==> config.mk <==
export PLATFORM = sky130hd
export DESIGN_NAME = json_key_value_extractor
export DESIGN_NICKNAME = d
export VERILOG_FILES = /design/src/sv/jkv_pkg.sv /design/src/sv/jkv_out_fifo.sv /design/src/sv/jkv_scan_core.sv /design/src/sv/json_key_value_extractor.sv
export VERILOG_INCLUDE_DIRS = /design/src /design/src/sv
export SDC_FILE = /design/constraint.sdc
export NUM_CORES = 1
export LEC_CHECK = 0
export ABC_AREA = 1
export BUFFER_PORTS_ARGS = -buffer_cell sky130_fd_sc_hd__buf_2
export CAP_MARGIN = 5
export CORE_MARGIN = 2
export CORE_UTILIZATION = 55
export DETAILED_ROUTE_END_ITERATION = 10
export PLACE_DENSITY = 0.73
export RECOVER_POWER = 25
export SYNTH_ARGS = -nofsm -noshare
export SYNTH_HDL_FRONTEND = slang
export SYNTH_SLANG_ARGS = --single-unit
==> constraint.sdc <==
create_clock -name clk -period 7.3 [get_ports clk]
set_clock_uncertainty 0.05 [all_clocks]
set_input_delay 0.73 -clock clk [delete_from_list [all_inputs] [get_ports clk]]
set_output_delay 0.73 -clock clk [all_outputs]
set_load 0.1 [all_outputs]
==> src/sv/json_key_value_extractor_defines.svh <==
// Assertion macros shared by the json_key_value_extractor RTL.
// No dependencies; the asserting module must provide clk and rst_n.
`ifndef JSON_KEY_VALUE_EXTRACTOR_DEFINES_SVH
`define JSON_KEY_VALUE_EXTRACTOR_DEFINES_SVH

// Same-cycle implication, sampled on clk, off during reset.
`define JKV_ASSERT_IMPLIES(label, ante, cons, msg) \
    label: assert property (@(posedge clk) disable iff (!rst_n) (ante) |-> (cons)) \
        else $error(msg);

// Next-cycle implication, sampled on clk, off during reset.
`define JKV_ASSERT_NEXT(label, ante, cons, msg) \
    label: assert property (@(posedge clk) disable iff (!rst_n) (ante) |=> (cons)) \
        else $error(msg);

`endif

==> src/sv/jkv_pkg.sv <==
// Shared types and codes for the JSON key/value extractor.
// No dependencies; used by jkv_out_fifo, jkv_scan_core and the top level.
`default_nettype none

package jkv_pkg;

    typedef struct packed {
        logic [7:0] value_byte;
        logic       value_valid;
        logic [1:0] result_status;
        logic       result_last;
    } result_t;

    localparam logic [1:0] STATUS_FOUND     = 2'd0;
    localparam logic [1:0] STATUS_NOT_FOUND = 2'd1;
    localparam logic [1:0] STATUS_MALFORMED = 2'd2;

    localparam logic [1:0] CFG_KEY_LOW    = 2'd0;
    localparam logic [1:0] CFG_KEY_HIGH   = 2'd1;
    localparam logic [1:0] CFG_KEY_LENGTH = 2'd2;
    localparam logic [1:0] CFG_VALUE_LIM  = 2'd3;

endpackage

`default_nettype wire

==> src/sv/jkv_out_fifo.sv <==
// Two-entry result skid buffer between the scan core and the output stream.
// Depends on jkv_pkg (result_t).
`default_nettype none

module jkv_out_fifo
(
    input  wire logic            clk,
    input  wire logic            rst_n,
    input  wire logic            push,
    input  jkv_pkg::result_t     push_data,
    output logic                 space,
    output logic                 out_valid,
    input  wire logic            out_ready,
    output jkv_pkg::result_t     out_data
);

    logic [1:0]       count_reg;
    jkv_pkg::result_t head_reg;
    jkv_pkg::result_t tail_reg;
    logic             pop;

    assign pop       = out_valid && out_ready;
    assign out_valid = (count_reg != 2'd0);
    assign space     = (count_reg != 2'd2);
    assign out_data  = head_reg;

    always_ff @(posedge clk or negedge rst_n)
    begin
        if (!rst_n)
        begin
            count_reg <= 2'd0;
        end
        else if (push && !pop)
        begin
            count_reg <= count_reg + 2'd1;
        end
        else if (pop && !push)
        begin
            count_reg <= count_reg - 2'd1;
        end
    end

    always_ff @(posedge clk)
    begin
        if (push && !pop)
        begin
            if (count_reg == 2'd0)
            begin
                head_reg <= push_data;
            end
            else
            begin
                tail_reg <= push_data;
            end
        end
        else if (pop && !push)
        begin
            head_reg <= tail_reg;
        end
        else if (pop && push)
        begin
            if (count_reg == 2'd1)
            begin
                head_reg <= push_data;
            end
            else
            begin
                head_reg <= tail_reg;
                tail_reg <= push_data;
            end
        end
    end

endmodule

`default_nettype wire

==> src/sv/jkv_scan_core.sv <==
// Scan core: lookahead window, key compare, phase tracking and value copy.
// Depends on jkv_pkg and json_key_value_extractor_defines.svh.
`default_nettype none
`include "json_key_value_extractor_defines.svh"

module jkv_scan_core
#(
    parameter int KEY_MAX  = 16,
    parameter int NEST_MAX = 255
)
(
    input  wire logic         clk,
    input  wire logic         rst_n,
    input  wire logic [63:0]  key_low_word,
    input  wire logic [63:0]  key_high_word,
    input  wire logic [4:0]   key_length,
    input  wire logic [12:0]  value_limit,
    input  wire logic         in_valid,
    input  wire logic [7:0]   in_byte,
    input  wire logic         in_last,
    output logic              in_take,
    input  wire logic         space,
    output logic              push,
    output jkv_pkg::result_t  res
);

    localparam int FILL_W  = $clog2(KEY_MAX + 1);
    localparam int DEPTH_W = $clog2(NEST_MAX + 1);

    localparam logic [7:0] CH_QUOTE  = 8'h22;
    localparam logic [7:0] CH_BSLASH = 8'h5C;
    localparam logic [7:0] CH_LBRACE = 8'h7B;
    localparam logic [7:0] CH_RBRACE = 8'h7D;
    localparam logic [7:0] CH_LBRACK = 8'h5B;
    localparam logic [7:0] CH_RBRACK = 8'h5D;
    localparam logic [7:0] CH_SPACE  = 8'h20;
    localparam logic [7:0] CH_TAB    = 8'h09;
    localparam logic [7:0] CH_COLON  = 8'h3A;
    localparam logic [7:0] CH_COMMA  = 8'h2C;

    typedef enum logic [2:0] {
        PH_SEARCH,
        PH_SKIPKEY,
        PH_AFTERKEY,
        PH_PRECOLON,
        PH_POSTCOLON,
        PH_VALUE,
        PH_OK,
        PH_BAD
    } phase_t;

    typedef enum logic [1:0] {
        MODE_NONE,
        MODE_NEST,
        MODE_QUOTED,
        MODE_BARE
    } mode_t;

    logic [7:0]         win_reg [KEY_MAX];
    logic [7:0]         win_next [KEY_MAX];
    logic [FILL_W-1:0]  fill_reg, fill_next;
    phase_t             phase_reg, phase_next;
    logic [FILL_W-1:0]  skip_reg, skip_next;
    logic               instr_reg, instr_next;
    logic               esc_reg, esc_next;
    logic [DEPTH_W-1:0] depth_reg, depth_next;
    mode_t              mode_reg, mode_next;
    logic [11:0]        emitted_reg, emitted_next;
    logic               last_pend_reg, last_pend_next;

    logic [127:0]       key_vec;
    logic [FILL_W-1:0]  klen;
    logic [11:0]        cap;
    logic               work;
    logic               step;
    logic               lp;
    logic [7:0]         wv [KEY_MAX];
    logic [FILL_W-1:0]  fv;
    logic               handle;
    logic               status_out;
    logic               match;
    logic [7:0]         h;
    logic               is_quote, is_bslash, is_open, is_close, is_blank;
    logic               send_now;
    logic [1:0]         status_code;

    mode_t              start_mode;
    logic [11:0]        v_em;
    logic               v_esc, v_instr;
    logic [DEPTH_W-1:0] v_depth;
    mode_t              v_mode;
    phase_t             vs_phase;
    logic               vs_send, vs_esc, vs_instr;
    logic [DEPTH_W-1:0] vs_depth;

    assign key_vec = {key_high_word, key_low_word};

    always_comb
    begin
        if (key_length == 5'd0)
        begin
            klen = FILL_W'(1);
        end
        else if (int'(key_length) > KEY_MAX)
        begin
            klen = FILL_W'(KEY_MAX);
        end
        else
        begin
            klen = FILL_W'(key_length);
        end
    end

    always_comb
    begin
        if (value_limit == 13'd0)
        begin
            cap = 12'd0;
        end
        else if (value_limit > 13'd4096)
        begin
            cap = 12'd4095;
        end
        else
        begin
            cap = 12'(value_limit - 13'd1);
        end
    end

    assign work       = last_pend_reg || (fill_reg >= klen);
    assign in_take    = in_valid && space && !work;
    assign step       = space && (in_take || work);
    assign lp         = in_take ? in_last : last_pend_reg;
    assign fv         = in_take ? fill_reg + FILL_W'(1) : fill_reg;
    assign handle     = step && (fv != '0) && ((fv >= klen) || lp);
    assign status_out = step && !handle && lp;

    always_comb
    begin
        for (int i = 0; i < KEY_MAX; i++)
        begin
            wv[i] = (in_take && FILL_W'(i) == fill_reg) ? in_byte : win_reg[i];
        end
    end

    always_comb
    begin
        match = (fv >= klen);
        for (int i = 0; i < KEY_MAX; i++)
        begin
            if (FILL_W'(i) < klen && wv[i] != key_vec[8*i +: 8])
            begin
                match = 1'b0;
            end
        end
    end

    assign h         = wv[0];
    assign is_quote  = (h == CH_QUOTE);
    assign is_bslash = (h == CH_BSLASH);
    assign is_open   = h inside {CH_LBRACE, CH_LBRACK};
    assign is_close  = h inside {CH_RBRACE, CH_RBRACK};
    assign is_blank  = h inside {CH_SPACE, CH_TAB};
    assign start_mode = is_open ? MODE_NEST : MODE_BARE;

    // value state seen by the first value byte is a fresh start
    always_comb
    begin
        if (phase_reg == PH_POSTCOLON)
        begin
            v_em    = 12'd0;
            v_esc   = 1'b0;
            v_instr = (start_mode != MODE_NEST);
            v_depth = '0;
            v_mode  = start_mode;
        end
        else
        begin
            v_em    = emitted_reg;
            v_esc   = esc_reg;
            v_instr = instr_reg;
            v_depth = depth_reg;
            v_mode  = mode_reg;
        end
    end

    always_comb
    begin
        vs_phase = PH_VALUE;
        vs_send  = 1'b0;
        vs_esc   = v_esc;
        vs_instr = v_instr;
        vs_depth = v_depth;
        if (v_em >= cap)
        begin
            vs_phase = PH_OK;
        end
        else if (v_esc)
        begin
            vs_esc  = 1'b0;
            vs_send = 1'b1;
        end
        else if (is_bslash)
        begin
            vs_esc  = 1'b1;
            vs_send = 1'b1;
        end
        else if (v_mode == MODE_QUOTED)
        begin
            if (is_quote)
            begin
                vs_phase = PH_OK;
            end
            else
            begin
                vs_send = 1'b1;
            end
        end
        else if (v_mode == MODE_BARE)
        begin
            if (is_quote || is_close || h == CH_COMMA)
            begin
                vs_phase = PH_OK;
            end
            else
            begin
                vs_send = 1'b1;
            end
        end
        else
        begin
            vs_send = 1'b1;
            if (is_quote)
            begin
                vs_instr = !v_instr;
            end
            else if (is_open && !v_instr)
            begin
                if (v_depth >= DEPTH_W'(NEST_MAX))
                begin
                    vs_phase = PH_BAD;
                    vs_send  = 1'b0;
                end
                else
                begin
                    vs_depth = v_depth + DEPTH_W'(1);
                end
            end
            else if (is_close && !v_instr)
            begin
                vs_depth = (v_depth != '0) ? v_depth - DEPTH_W'(1) : '0;
                if (vs_depth == '0)
                begin
                    vs_phase = PH_OK;
                end
            end
        end
    end

    always_comb
    begin
        if (phase_reg == PH_OK)
        begin
            status_code = jkv_pkg::STATUS_FOUND;
        end
        else if (phase_reg inside {PH_BAD, PH_POSTCOLON, PH_VALUE})
        begin
            status_code = jkv_pkg::STATUS_MALFORMED;
        end
        else
        begin
            status_code = jkv_pkg::STATUS_NOT_FOUND;
        end
    end

    always_comb
    begin
        fill_next      = fill_reg;
        phase_next     = phase_reg;
        skip_next      = skip_reg;
        instr_next     = instr_reg;
        esc_next       = esc_reg;
        depth_next     = depth_reg;
        mode_next      = mode_reg;
        emitted_next   = emitted_reg;
        last_pend_next = last_pend_reg;
        send_now       = 1'b0;
        for (int i = 0; i < KEY_MAX; i++)
        begin
            win_next[i] = wv[i];
        end

        if (step)
        begin
            fill_next      = fv;
            last_pend_next = lp;
        end

        if (handle)
        begin
            for (int i = 0; i < KEY_MAX - 1; i++)
            begin
                win_next[i] = wv[i + 1];
            end
            win_next[KEY_MAX - 1] = 8'd0;
            fill_next = fv - FILL_W'(1);

            case (phase_reg)
                PH_SEARCH:
                begin
                    if (esc_reg)
                    begin
                        esc_next = 1'b0;
                    end
                    else if (match)
                    begin
                        if (depth_reg <= DEPTH_W'(1))
                        begin
                            skip_next  = klen - FILL_W'(1);
                            phase_next = (klen != FILL_W'(1)) ? PH_SKIPKEY : PH_AFTERKEY;
                        end
                    end
                    else if (is_quote)
                    begin
                        instr_next = !instr_reg;
                    end
                    else if (is_bslash)
                    begin
                        if (instr_reg)
                        begin
                            esc_next = 1'b1;
                        end
                    end
                    else if (is_open && !instr_reg)
                    begin
                        if (depth_reg >= DEPTH_W'(NEST_MAX))
                        begin
                            phase_next = PH_BAD;
                        end
                        else
                        begin
                            depth_next = depth_reg + DEPTH_W'(1);
                        end
                    end
                    else if (is_close && !instr_reg)
                    begin
                        if (depth_reg == '0)
                        begin
                            phase_next = PH_BAD;
                        end
                        else
                        begin
                            depth_next = depth_reg - DEPTH_W'(1);
                        end
                    end
                end
                PH_SKIPKEY:
                begin
                    skip_next = (skip_reg != '0) ? skip_reg - FILL_W'(1) : '0;
                    if (skip_next == '0)
                    begin
                        phase_next = PH_AFTERKEY;
                    end
                end
                PH_AFTERKEY:
                begin
                    phase_next = is_quote ? PH_PRECOLON : PH_SEARCH;
                end
                PH_PRECOLON:
                begin
                    if (!is_blank)
                    begin
                        phase_next = (h == CH_COLON) ? PH_POSTCOLON : PH_SEARCH;
                    end
                end
                PH_POSTCOLON, PH_VALUE:
                begin
                    if (phase_reg == PH_POSTCOLON && is_blank)
                    begin
                        phase_next = PH_POSTCOLON;
                    end
                    else if (phase_reg == PH_POSTCOLON && is_quote)
                    begin
                        mode_next    = MODE_QUOTED;
                        emitted_next = 12'd0;
                        depth_next   = '0;
                        instr_next   = 1'b1;
                        esc_next     = 1'b0;
                        phase_next   = PH_VALUE;
                    end
                    else
                    begin
                        mode_next    = v_mode;
                        phase_next   = vs_phase;
                        esc_next     = vs_esc;
                        instr_next   = vs_instr;
                        depth_next   = vs_depth;
                        send_now     = vs_send;
                        emitted_next = vs_send ? v_em + 12'd1 : v_em;
                    end
                end
                default:
                begin
                    phase_next = phase_reg;
                end
            endcase
        end

        if (status_out)
        begin
            fill_next      = '0;
            phase_next     = PH_SEARCH;
            skip_next      = '0;
            instr_next     = 1'b0;
            esc_next       = 1'b0;
            depth_next     = '0;
            mode_next      = MODE_NONE;
            emitted_next   = 12'd0;
            last_pend_next = 1'b0;
        end
    end

    always_comb
    begin
        push              = (handle && send_now) || status_out;
        res.value_byte    = status_out ? 8'd0 : h;
        res.value_valid   = !status_out;
        res.result_status = status_out ? status_code : jkv_pkg::STATUS_FOUND;
        res.result_last   = status_out;
    end

    always_ff @(posedge clk or negedge rst_n)
    begin
        if (!rst_n)
        begin
            fill_reg      <= '0;
            phase_reg     <= PH_SEARCH;
            skip_reg      <= '0;
            instr_reg     <= 1'b0;
            esc_reg       <= 1'b0;
            depth_reg     <= '0;
            mode_reg      <= MODE_NONE;
            emitted_reg   <= 12'd0;
            last_pend_reg <= 1'b0;
        end
        else
        begin
            fill_reg      <= fill_next;
            phase_reg     <= phase_next;
            skip_reg      <= skip_next;
            instr_reg     <= instr_next;
            esc_reg       <= esc_next;
            depth_reg     <= depth_next;
            mode_reg      <= mode_next;
            emitted_reg   <= emitted_next;
            last_pend_reg <= last_pend_next;
        end
    end

    always_ff @(posedge clk)
    begin
        for (int i = 0; i < KEY_MAX; i++)
        begin
            win_reg[i] <= win_next[i];
        end
    end

    `JKV_ASSERT_IMPLIES(a_push_has_space, push, space, "result pushed into full buffer")
    `JKV_ASSERT_NEXT(a_status_clears, push && res.result_last,
        fill_reg == '0 && !last_pend_reg && phase_reg == PH_SEARCH,
        "document state not cleared after status")
    `JKV_ASSERT_IMPLIES(a_value_phase, push && res.value_valid,
        phase_reg == PH_VALUE || phase_reg == PH_POSTCOLON,
        "value byte sent outside value copy")
    `JKV_ASSERT_IMPLIES(a_last_from_take, $rose(last_pend_reg), $past(in_take && in_last),
        "end of document flagged without a final request")

endmodule

`default_nettype wire

==> src/sv/json_key_value_extractor.sv <==
// JSON key/value extractor: takes one document byte per cycle on the s_ stream while the
// core's key window is not full or draining and the output buffer has space, and returns
// the value bytes of the configured key on the m_ stream, followed by one status result
// (tlast high) per document. A byte passes an input register, the scan core and a
// two-entry output buffer, which registers the results. The core retires one window byte
// per cycle while the output buffer has space; after a document's final byte it retires
// the bytes still held in the key-length window (at most key_length - 1) and then sends
// the status; no request is taken during that drain. Write configuration only between documents.
// Depends on jkv_pkg, jkv_scan_core and jkv_out_fifo.
`default_nettype none

module json_key_value_extractor
#(
    parameter int KEY_MAX  = 16,
    parameter int NEST_MAX = 255
)
(
    input  wire logic        clk,
    input  wire logic        rst_n,
    input  wire logic        s_tvalid,
    output logic             s_tready,
    input  wire logic [7:0]  s_tdata,   // [7:0] doc_byte
    input  wire logic        s_tlast,   // doc_last
    output logic             m_tvalid,
    input  wire logic        m_tready,
    output logic [15:0]      m_tdata,   // [7:0] value_byte, [9:8] result_status, zero pad
    output logic             m_tuser,   // value_valid
    output logic             m_tlast,   // result_last
    input  wire logic        cfg_we,
    input  wire logic [1:0]  cfg_index,
    input  wire logic [63:0] cfg_data
);

    logic [63:0]      key_low_word_reg;
    logic [63:0]      key_high_word_reg;
    logic [4:0]       key_length_reg;
    logic [12:0]      value_limit_reg;
    logic             in_valid_reg;
    logic [7:0]       in_byte_reg;
    logic             in_last_reg;
    logic             in_take;
    logic             space;
    logic             push;
    jkv_pkg::result_t res;
    jkv_pkg::result_t out_data;

    always_ff @(posedge clk or negedge rst_n)
    begin
        if (!rst_n)
        begin
            key_low_word_reg  <= 64'd0;
            key_high_word_reg <= 64'd0;
            key_length_reg    <= 5'd1;
            value_limit_reg   <= 13'd256;
        end
        else if (cfg_we)
        begin
            case (cfg_index)
                jkv_pkg::CFG_KEY_LOW:    key_low_word_reg  <= cfg_data;
                jkv_pkg::CFG_KEY_HIGH:   key_high_word_reg <= cfg_data;
                jkv_pkg::CFG_KEY_LENGTH: key_length_reg    <= cfg_data[4:0];
                jkv_pkg::CFG_VALUE_LIM:  value_limit_reg   <= cfg_data[12:0];
                default:                 key_length_reg    <= key_length_reg;
            endcase
        end
    end

    assign s_tready = !in_valid_reg || in_take;

    always_ff @(posedge clk or negedge rst_n)
    begin
        if (!rst_n)
        begin
            in_valid_reg <= 1'b0;
        end
        else if (s_tready)
        begin
            in_valid_reg <= s_tvalid;
        end
    end

    always_ff @(posedge clk)
    begin
        if (s_tvalid && s_tready)
        begin
            in_byte_reg <= s_tdata;
            in_last_reg <= s_tlast;
        end
    end

    jkv_scan_core
    #(
        .KEY_MAX  (KEY_MAX),
        .NEST_MAX (NEST_MAX)
    )
    u_core
    (
        .clk           (clk),
        .rst_n         (rst_n),
        .key_low_word  (key_low_word_reg),
        .key_high_word (key_high_word_reg),
        .key_length    (key_length_reg),
        .value_limit   (value_limit_reg),
        .in_valid      (in_valid_reg),
        .in_byte       (in_byte_reg),
        .in_last       (in_last_reg),
        .in_take       (in_take),
        .space         (space),
        .push          (push),
        .res           (res)
    );

    jkv_out_fifo u_out
    (
        .clk       (clk),
        .rst_n     (rst_n),
        .push      (push),
        .push_data (res),
        .space     (space),
        .out_valid (m_tvalid),
        .out_ready (m_tready),
        .out_data  (out_data)
    );

    assign m_tdata = {6'd0, out_data.result_status, out_data.value_byte};
    assign m_tuser = out_data.value_valid;
    assign m_tlast = out_data.result_last;

endmodule

`default_nettype wire

==> flow_summary.yaml <==
run:
  max_cap_viol_count: 3
worst_setup_path:
  crit_path_frequent_cell: "nand2_1"
  startpoint_type: "register"
  worst-path-buf-inv: 6
  cp-end-kind: "register"
  critical-path-max-stage-delay_ns: 0.56
  crit_slowest_cell: "o21ai_1"
  worstPathRequired_ns: 7.56
  critPathMaxFanout: 50
  critPathKind: "reg2reg"
  cp_top_family: "simple AND/OR/NAND/NOR gates"
  arrival_ns: 6.87
floorplan:
  die_w_um: 200.2
  pin_count: 100
  die_area_um2: 40070
  rows: 71
  start_util_pct: 56.06
  die_y_um: 200.2
  core-area_um2: 37760
global_route:
  grt_overflow: 0
  grt_max_degree: 129
  grt_pass1_vias: 19570
  globalRouteTotalUtil_pct: 32.51
  antenna_found_initial: 1
  grt_pass1_wl_um: 104100
cells_and_area:
  layout-drive-gt1-share_pct: 8.031
  n_antenna_cell: 0
  fillers: 3573
  seqCellArea_um2: 8235
  multiInputGateArea_um2: 10710
  nets: 3295
  largest_register_ffs: 128
  area.growth.synth_to_final_pct: 9.553
  final_cells: 3711
synthesis:
  synth_common_cells: "nand2_1, inv_1, o21ai_0"
  yosysWarnings: 0
  yosysMostFrequentCell: "nand2_1"
  avgSynthCellArea_um2: 6.738
  async_reset_ff_share_pct: 53.74
  synth.distinct_cells: 59
  ys_ff_latch: 348
  ys_seq_area_share_pct: 38.91
  synth_flop_cell: "dfrtp_1"
  syn_area_um2: 21170
  synth_top_area_share_pct: 21.87
  netlist_top_cells_area: "dfrtp_1, nand2_1, dfxtp_1, inv_1, o21ai_0"
  yosys.area.top_type: "dfrtp_1"
  synth_enable_flop_cells: 33
  synth_cells: 3141
placement:
  post-place-ws_ns: 0.7591
  io_buffers: 93
  dpl.cell_count: 3639
  place_congestion: 0.9304
  dp_hpwl_um: 47580
cts:
  numCtsBuffers: 39
  cts_sinks: 348
  cts_tree: "built"
  clk_path_buf_depth: 3
  postCtsSetupBuffers: 0
  h-tree-depth: 2
  cts.repair.resized: 0
  clock-root-buffer: "clkbuf_16"
  clock_latency_ns: 0.58
  hold_buffers: 0
  cts.reportedPaths.clkPinSlew_ns: 0.06
power_and_ir_drop:
  finalPower_mw: 11.06
  p_leak_nw: 11.82
  irDropWorstVdd_mv: 0.3199
  p_per_area_nw_per_um2: 477.1
timing:
  setup-tns-final_ns: 0
  finalMaxSlewViolations: 192
  fmax_ghz: 0.1512
  fin_ws_ns: 0.6879
  whs_ns: 0.2909
  setup_viol: 0
  finalHoldViolCount: 0
  slew_headroom_pct: -134.7
  tightest_slew_ns: 3.520
  grt_setup_unrepaired: "no"
  finalCritPeriodShare_pct: 90.58
  fin_crit_ns: 6.612
routing:
  num_vias: 20620
  viasPerCell: 5.557
  wl_per_cell_um: 17.62
  remaining_drc_errors: 0
  drt_iter0_markers: 1803
  ant_nets: 0
  drt-total-wl_um: 65410
  dr.pass1.iters: 5
outcome:
  violations: "max-capacitance violations, max-slew violations"
  outcome: "finished, violations left"
worst_hold_path:
  worst_hold_path_type: "in2reg"
metal layers:
metal | vias up | track usage [%] | wire length, µm
li1 | 10130 | - | -
met1 | 9609 | 40.08 | 26710
met2 | 699 | 55.85 | 31400
met3 | 179 | 5.434 | 4245
met4 | 2 | 14.74 | 3041
met5 | - | 0 | 13
report_power, final:
part	internal (mW)	switching [mW]
clock network	1.21	0.857
logic	1.60	4.40
registers	2.63	0.368
final timing paths:
path | start | depth (start not counted) | slack (ns) | to
setup / recovery | key_length_reg[3] | 31 | 0.69 | u_out.out_data[1]
hold / removal | s_tdata[5] | 1 | 0.29 | in_byte_reg[5]
setup reg to reg | key_length_reg[3] | 31 | 0.69 | u_out.out_data[1]
hold reg to reg | value_limit_reg[0] | 2 | 0.44 | value_limit_reg[0]
max in group asynchronous | rst_n | 2 | 1.38 | key_low_word_reg[39]
min in group asynchronous | rst_n | 1 | 1.24 | u_core.phase_reg[2]
per-stage QoR:
stage,instance area (µm²),utilization [%]
6_report,23190,61.42
4_1_cts,23200,61.46
3_5_place_dp,21870,57.92
5_1_grt,23190,61.42
3_3_place_gp,21870,57.92
2_1_floorplan,21180,-
cell families (layout without fill, tap and decap cells):
group           after synthesis  after routing  synth area share [%]
simple gates               1691           1691                 34.88
buf+inv                     571            625                 10.71
compound gates              453            453                 11.42
flops                       348            348                 38.91
fa+ha+maj                    46             46                 2.719
xor+xnor                     29             29                 1.236
mux                           2              2                0.1064
other cells                   1              6               0.01772
cell usage in the layout (no fill, tap or decap), types with 13 or more instances in the layout:
cell type and count:
nor2_1 192, buf_2 91, nor3_1 17, nand3b_1 48, inv_2 13, nand3_2 14
nand3_1 164, dfrtp_1 185, nand2_1 1082, a31oi_1 26, dfxtp_1 128, edfxtp_1 33
buf_4 20, nor2_2 15, o21ai_0 302, nand4_1 125, inv_1 421, o21ai_1 34
ha_1 46, xor2_1 20, a21oi_1 50, clkbuf_16 40
final cells by class:
class                           instances  area share (%)
Multi-Input combinational cell       2227           46.18
Sequential cell                       348           35.52
Inverter                              438           7.090
Clock buffer                           50           4.695
Tap cell                              511           2.757
Timing Repair Buffer                  115           2.682
Clock inverter                         22           1.079
Note: power is estimated with default switching activity, not from simulation.
